**src/set_assoc_cache_tag_lookup_assert.svh**
```systemverilog
// Assertion macros for the set-associative cache tag lookup
`ifndef SET_ASSOC_CACHE_TAG_LOOKUP_ASSERT_SVH
`define SET_ASSOC_CACHE_TAG_LOOKUP_ASSERT_SVH
// antecedent implies consequent on the next edge
`define SACT_ASSERT_NEXT(label, clk, rst_n, ante, cons, msg) \
    label: assert property (@(posedge clk) disable iff (!rst_n) (ante) |=> (cons)) \
        else $error(msg);
// condition holds on every edge
`define SACT_ASSERT_ALWAYS(label, clk, rst_n, cond, msg) \
    label: assert property (@(posedge clk) disable iff (!rst_n) (cond)) else $error(msg);
`endif

```
**src/sact_pkg.sv**
```systemverilog
// Shared types and constants of the cache tag lookup
`timescale 1ns / 1ps
package sact_pkg;
    localparam int CNT_BITS = 48;
    localparam logic [CNT_BITS-1:0] CNT_MAX = {CNT_BITS{1'b1}};

    localparam logic [2:0] CFG_OFFSET = 3'd0;
    localparam logic [2:0] CFG_INDEX  = 3'd1;
    localparam logic [2:0] CFG_WAYS   = 3'd2;
    localparam logic [2:0] CFG_POLICY = 3'd3;
    localparam logic [2:0] CFG_SEED   = 3'd4;

    localparam logic [1:0] POL_PLRU = 2'd0;
    localparam logic [1:0] POL_FIFO = 2'd1;

    typedef struct packed {
        logic clear;
        logic lookup;
        logic update;
        logic emit;
    } sact_cmd_t;

    typedef struct packed {
        logic clear_done;
    } sact_status_t;
endpackage

```
**src/sact_ctrl.sv**
```systemverilog
// Control state machine of the cache tag lookup
`timescale 1ns / 1ps
`include "set_assoc_cache_tag_lookup_assert.svh"
module sact_ctrl (
    input  logic                  clk,
    input  logic                  rst_n,
    input  logic                  in_fire,
    input  logic                  out_busy,
    input  sact_pkg::sact_status_t status,
    output sact_pkg::sact_cmd_t   cmd,
    output logic                  in_ready
);
    import sact_pkg::*;

    typedef enum logic [4:0] {
        ST_CLEAR  = 5'b00001,
        ST_IDLE   = 5'b00010,
        ST_LOOKUP = 5'b00100,
        ST_UPDATE = 5'b01000,
        ST_EMIT   = 5'b10000
    } state_t;

    state_t state_reg, state_next;

    always_ff @(posedge clk or negedge rst_n)
    begin
        if (!rst_n)
        begin
            state_reg <= ST_CLEAR;
        end
        else
        begin
            state_reg <= state_next;
        end
    end

    always_comb
    begin
        state_next = state_reg;
        unique case (state_reg)
            ST_CLEAR:  if (status.clear_done) state_next = ST_IDLE;
            ST_IDLE:   if (in_fire) state_next = ST_LOOKUP;
            ST_LOOKUP: state_next = ST_UPDATE;
            ST_UPDATE: state_next = ST_EMIT;
            ST_EMIT:   if (!out_busy) state_next = ST_IDLE;
            default:   state_next = ST_CLEAR;
        endcase
    end

    assign in_ready   = (state_reg == ST_IDLE);
    assign cmd.clear  = (state_reg == ST_CLEAR);
    assign cmd.lookup = (state_reg == ST_LOOKUP);
    assign cmd.update = (state_reg == ST_UPDATE);
    assign cmd.emit   = (state_reg == ST_EMIT) && !out_busy;

    `SACT_ASSERT_ALWAYS(a_onehot, clk, rst_n, $onehot(state_reg), "state not one-hot")
    `SACT_ASSERT_NEXT(a_lookup_upd, clk, rst_n, cmd.lookup, cmd.update, "lookup not followed by update")
    `SACT_ASSERT_NEXT(a_accept, clk, rst_n, in_fire, cmd.lookup, "accepted beat not looked up")
endmodule

```
**config.mk**
```make
export PLATFORM = sky130hd
export DESIGN_NAME = sact_ctrl
export DESIGN_NICKNAME = d
export VERILOG_FILES = /design/src/sact_pkg.sv /design/src/sact_ctrl.sv
export VERILOG_INCLUDE_DIRS = /design/src /design/src/src
export SDC_FILE = /design/constraint.sdc
export NUM_CORES = 1
export LEC_CHECK = 0
export BUFFER_PORTS_ARGS = -buffer_cell sky130_fd_sc_hd__buf_4
export CORE_AREA = 2 2 39 41
export CTS_CLUSTER_SIZE = 14
export DETAILED_ROUTE_END_ITERATION = 8
export DIE_AREA = 0 0 41 43
export GPL_TIMING_DRIVEN = 0
export PLACE_DENSITY = 0.46
export SETUP_SLACK_MARGIN = 0.2
export SLEW_MARGIN = 40
export SYNTH_ARGS = -nofsm -noshare
export SYNTH_HDL_FRONTEND = slang
export SYNTH_SLANG_ARGS = --single-unit
```
**constraint.sdc**
```tcl
create_clock -name clk -period 2.63 [get_ports clk]
set_clock_uncertainty 0.2 [all_clocks]
set_input_delay 0.1315 -clock clk [delete_from_list [all_inputs] [get_ports clk]]
set_output_delay 0.1315 -clock clk [all_outputs]
set_load 0.05 [all_outputs]
```
[Yosys cells after proc, flatten, opt, wreduce, memory -nomap -nowiden]
Index checks and enable logic that the tools add are counted.
Word-level totals
  flip-flop bits (word level): 5
  latch bits: 0
  bits in writable memories: 0
  bits in read-only memories: 0
  bits of input ports: 5
  output and inout bits: 5
  word-level logic and storage cells: 16
  memories kept: 0
Cells by class
  add/sub/neg operators: 0
  $mul: 0
  divide/modulo/power cells: 0
  $lt $le $gt $ge: 0
  eq/ne operators: 8
  shift-type cells: 0
  muxes and demuxes: 4
  bitwise gates (word level): 0
  reductions and logical operators: 3
Operators with widths (number)
  5-bit one-hot mux with 5 select lines: 1
  5-bit 2-to-1 mux: 3
  2-bit != test, second input constant: 3
  5-bit by 1-bit equality test with 1-bit output, second input constant: 1
  5-bit by 2-bit equality test with 1-bit output, second input constant: 1
  5-bit by 3-bit equality test with 1-bit output, second input constant: 1
  5-bit by 4-bit equality test with 1-bit output, second input constant: 1
  5-bit equality test, second input constant: 1
  3-bit AND reduction: 1
  1-bit logical AND: 1
  1-bit zero test: 1

[Longest topological paths before layout]
  word-level depth: 3
  mapped depth: 4
  gate-level depth less buffers: 3

[Worst setup path after synthesis]
No wires, ideal clock.
  path kind: reg-to-output
  start point: register state_reg[0]
  end point: output port cmd[3] (netlist bit)
  arrival: 2.008 ns
  data required time: 2.299 ns
  slack: 0.290 ns
  cell stages (with the launch flop): 3
  buffers on the path: 0
  cells stage by stage: dfstp_2 > or3b_1 > nor3_1
RTL lines
  from (decl): RTL line sact_ctrl.sv:23  | state_t state_reg, state_next;
  from (signal assigned): RTL line sact_ctrl.sv:33  | state_reg <= state_next;
  to (decl): RTL line sact_ctrl.sv:10  | output sact_pkg::sact_cmd_t cmd,

==> run_summary.xml <==
<?xml version="1.0" encoding="UTF-8"?>
<metrics>
  <group name="power">
    <metric name="power.switching" unit="uW">171</metric>
    <metric name="combinationalPowerShare" unit="%">50.1</metric>
    <metric name="cellLeakagePower" unit="uW">0.000206</metric>
    <metric name="power.switching_fraction" unit="%">40.9</metric>
    <metric name="clkPwrFrac" unit="%">20.3</metric>
    <metric name="power_per_cell_area" unit="mW/mm^2">866</metric>
    <metric name="finalPower" unit="uW">419</metric>
    <metric name="vdd_ir_drop_max" unit="mV">0.215</metric>
    <metric name="internal_power_consumption" unit="uW">248</metric>
    <metric name="power.sequential.fraction" unit="%">29.6</metric>
  </group>
  <group name="finish">
    <metric name="multi_input_comb_area" unit="um^2">181</metric>
    <metric name="num-nets-final" unit="">55</metric>
    <metric name="post-route-cell-area" unit="um^2">484</metric>
    <metric name="area.growth.synth_to_final" unit="%">42.3</metric>
    <metric name="layout-drive-gt1-share" unit="%">44.9</metric>
    <metric name="final_cells" unit="">65</metric>
    <metric name="insertedDiodeCount" unit="">0</metric>
    <metric name="fill_cells" unit="">156</metric>
    <metric name="largest_reg_flops" unit="">5</metric>
    <metric name="ff_latch_area" unit="um^2">126</metric>
  </group>
  <group name="critical_path">
    <metric name="worst-setup-path-type" unit="">flip-flop to output port</metric>
    <metric name="worst_ep_required_time" unit="ns">2.30</metric>
    <metric name="critical_path.reg2reg.endpoint" unit="">state_reg[0]</metric>
    <metric name="timing.critical_path.cells" unit="">or3b_1, nor3_1, buf_4</metric>
    <metric name="critical_path_buf_inv_count" unit="">1</metric>
    <metric name="critical_path_peak_fanout" unit="">6</metric>
    <metric name="crit_path_top_delay_cell" unit="">sky130_fd_sc_hd__dfstp_2</metric>
    <metric name="worst_reg2reg_path_depth" unit="">3</metric>
    <metric name="r2r_setup_slack" unit="ns">0.99</metric>
    <metric name="cp-start-kind" unit="">flip-flop</metric>
    <metric name="end_kind" unit="">output port</metric>
    <metric name="timing.rr.start" unit="">state_reg[0]</metric>
    <metric name="critical_path_arrival" unit="ns">1.60</metric>
    <metric name="critical-path-top-delay-family" unit="">flip-flops</metric>
    <metric name="cpPeakStageDelay" unit="ns">0.58</metric>
  </group>
  <group name="global_routing">
    <metric name="grt_pass1_vias" unit="">268</metric>
    <metric name="groute.usage.overall" unit="%">9.01</metric>
    <metric name="gr-total-overflow" unit="">0</metric>
    <metric name="global_route_wire_length_before_repair" unit="mm">1.01</metric>
    <metric name="grt_max_degree" unit="">11</metric>
    <metric name="antenna_found_initial" unit="">0</metric>
  </group>
  <group name="route">
    <metric name="dr.pass1.iters" unit="">1</metric>
    <metric name="drt-initial-drc-count" unit="">0</metric>
    <metric name="drcViolationCount" unit="">0</metric>
    <metric name="antenna_violating_nets_post_route" unit="">0</metric>
    <metric name="drt-total-wl" unit="um">630</metric>
    <metric name="drt-wirelength-per-cell" unit="um">9.69</metric>
    <metric name="drt-vias-per-instance" unit="">4.28</metric>
    <metric name="via_count" unit="">278</metric>
  </group>
  <group name="timing">
    <metric name="setup_viol" unit="">0</metric>
    <metric name="finalCritPeriodShare" unit="%">73.5</metric>
    <metric name="hold_viol" unit="">0</metric>
    <metric name="finalCriticalPeriod" unit="ns">1.93</metric>
    <metric name="slew_violations" unit="">0</metric>
    <metric name="hold_ws" unit="ns">0.00339</metric>
    <metric name="total_negative_setup_slacks" unit="ns">0</metric>
    <metric name="tightestPinTransition" unit="ns">0.402</metric>
    <metric name="fmaxAchievable" unit="MHz">518</metric>
    <metric name="maxSlewHeadroom" unit="%">72.5</metric>
    <metric name="rsz0062_at_grt" unit="">false</metric>
  </group>
  <group name="yosys">
    <metric name="yosys.area.top_type" unit="">sky130_fd_sc_hd__dfrtp_1</metric>
    <metric name="async_flop_share" unit="%">100</metric>
    <metric name="synth_area_leaders" unit="">sky130_fd_sc_hd__dfrtp_1 29%, sky130_fd_sc_hd__dfstp_2 7.7%, sky130_fd_sc_hd__nor3_1 5.9%, sky130_fd_sc_hd__xnor2_1 5.1%, sky130_fd_sc_hd__nor3_4 4.8%</metric>
    <metric name="top_area_cell_type_share_of_the_netlist_area" unit="%">29.4</metric>
    <metric name="synth.yosys.seq_area_share" unit="%">37.1</metric>
    <metric name="synth_fp_nets" unit="">38</metric>
    <metric name="synth_cell_type_count" unit="">24</metric>
    <metric name="post_synth_instance_area" unit="um^2">340</metric>
    <metric name="synth_area_per_cell" unit="um^2">10.3</metric>
    <metric name="number_of_flops_mapped_to_enable_cells_by_yosys" unit="">0</metric>
    <metric name="synth_flop_cell" unit="">sky130_fd_sc_hd__dfrtp_1</metric>
    <metric name="yosysWarningCount" unit="">0</metric>
    <metric name="synth_cells" unit="">33</metric>
    <metric name="ys_ff_latch" unit="">5</metric>
  </group>
  <group name="placed_design">
    <metric name="routabilityCongestion" unit="">0.813</metric>
    <metric name="placement.cell_area" unit="um^2">428</metric>
    <metric name="dp_cells" unit="">58</metric>
    <metric name="dp_hpwl" unit="um">506</metric>
    <metric name="port_buffer_count" unit="">9</metric>
  </group>
  <group name="clock_network">
    <metric name="cts_made_buffers" unit="">3</metric>
    <metric name="clkLatencyLatePin" unit="ns">0.24</metric>
    <metric name="clk_pin_slew_worst_paths" unit="ns">0.04</metric>
    <metric name="cts_setup_buffers" unit="">0</metric>
    <metric name="clock-root-buffer" unit="">sky130_fd_sc_hd__clkbuf_4</metric>
    <metric name="postCtsResizedCells" unit="">0</metric>
    <metric name="post_cts_hold_buffer_count" unit="">3</metric>
    <metric name="cts_max_level" unit="">1</metric>
    <metric name="tritoncts_clock_tree" unit="">yes</metric>
    <metric name="clock_sinks" unit="">5</metric>
    <metric name="clockBufferDepth" unit="">2</metric>
  </group>
  <group name="die">
    <metric name="die_w" unit="um">41</metric>
    <metric name="die-area" unit="mm^2">0.00176</metric>
    <metric name="ios" unit="">10</metric>
    <metric name="placementRows" unit="">14</metric>
    <metric name="initial_cell_density_of_the_core" unit="%">24.6</metric>
    <metric name="dieHeight" unit="um">43</metric>
    <metric name="core_area" unit="mm^2">0.00138</metric>
  </group>
  <group name="hold_path">
    <metric name="hold_path_end" unit="">state_reg[4]</metric>
    <metric name="worst_min_path_class" unit="">primary input to flip-flop</metric>
    <metric name="holdCritStartpoint" unit="">out_busy</metric>
    <metric name="min_path_cells" unit="">3</metric>
  </group>
  <group name="outcome">
    <metric name="outcome" unit="">finished, final reports clean</metric>
  </group>
  <group name="flow_run">
    <metric name="maxCapViolCount" unit="">0</metric>
  </group>
</metrics>
-- cells in the mapped netlist, types with 2 or more instances --
cell type / number
sky130_fd_sc_hd__buf_2: 2
sky130_fd_sc_hd__nor2_1: 2
sky130_fd_sc_hd__dfrtp_1: 4
sky130_fd_sc_hd__xnor2_1: 2
sky130_fd_sc_hd__nor3_1: 4
-- cell families (layout without fill, tap and decap cells) --
family	Yosys count	count (layout)	synth area share, %
compound gates	4	4	9.93
xor+xnor	2	2	5.15
buf+inv	5	21	9.56
flops	5	5	37.1
simple gates	17	17	38.2
-- routing by layer --
metal	track usage [%]	wire, um
met2	13.4	290
met3	3.14	23
met1	10.2	299
met5	0	0
met4	6.00	17
-- placed cells by master, fill, tap and decap left out, drive strengths merged --
cell type	count
buf	13
nor3	5
dfrtp	4
clkbuf	4
dlygate4sd3	3
nor2	2
xnor2	2
or3b	2
or3	1
nor3b	1
inv	1
nor4	1
nand2	1
nor4b	1
o21a	1
a2111oi	1
nand3	1
nand2b	1
and2	1
o22ai	1
o2111a	1
dfstp	1
-- cell type report --
| type | instances | share of cell area, % |
|---|---|---|
| multi-input combinational | 23 | 37.5 |
| sequential | 5 | 26.1 |
| timing repair buffer | 12 | 20.2 |
| buffer | 4 | 5.94 |
| clock buffer | 4 | 5.43 |
| tap | 16 | 4.13 |
| inverter | 1 | 0.775 |
-- worst reg2reg max path: cells and delay by family (launching register included) --
family	cells	cell delay (ns)
flops	1	0.58
simple gates	3	0.78
-- power by group through the flow --
stage / registers [uW] / clock network, uW / logic, uW
2_1_floorplan: 117 / 0 / 164
3_3_place_gp: 124 / 0 / 209
3_5_place_dp: 125 / 0 / 209
4_1_cts: 124 / 87.1 / 213
5_1_grt: 127 / 93.8 / 225
6_report: 124 / 85.1 / 210
-- worst max path at each step --
| stage | from | slack, ns | to | cells after the start |
|---|---|---|---|---|
| after floorplan | state_reg[0] | 0.29 | cmd[3] | 2 |
| after global placement | state_reg[0] | 0.95 | cmd[3] | 3 |
| after detailed placement | state_reg[0] | 0.94 | cmd[3] | 3 |
| after CTS | state_reg[0] | 0.68 | cmd[3] | 3 |
| after global routing | state_reg[0] | 0.62 | cmd[3] | 3 |
| final | state_reg[0] | 0.70 | cmd[3] | 3 |
-- metrics by stage --
step	worst slack, ns	util [%]
final	0.698	35.0
after global routing	0.623	35.0
after CTS	0.683	35.0
after detailed placement	0.939	30.9
after global placement	0.954	30.9
after floorplan	0.290	-
Note: power is estimated with default switching activity, not from simulation.
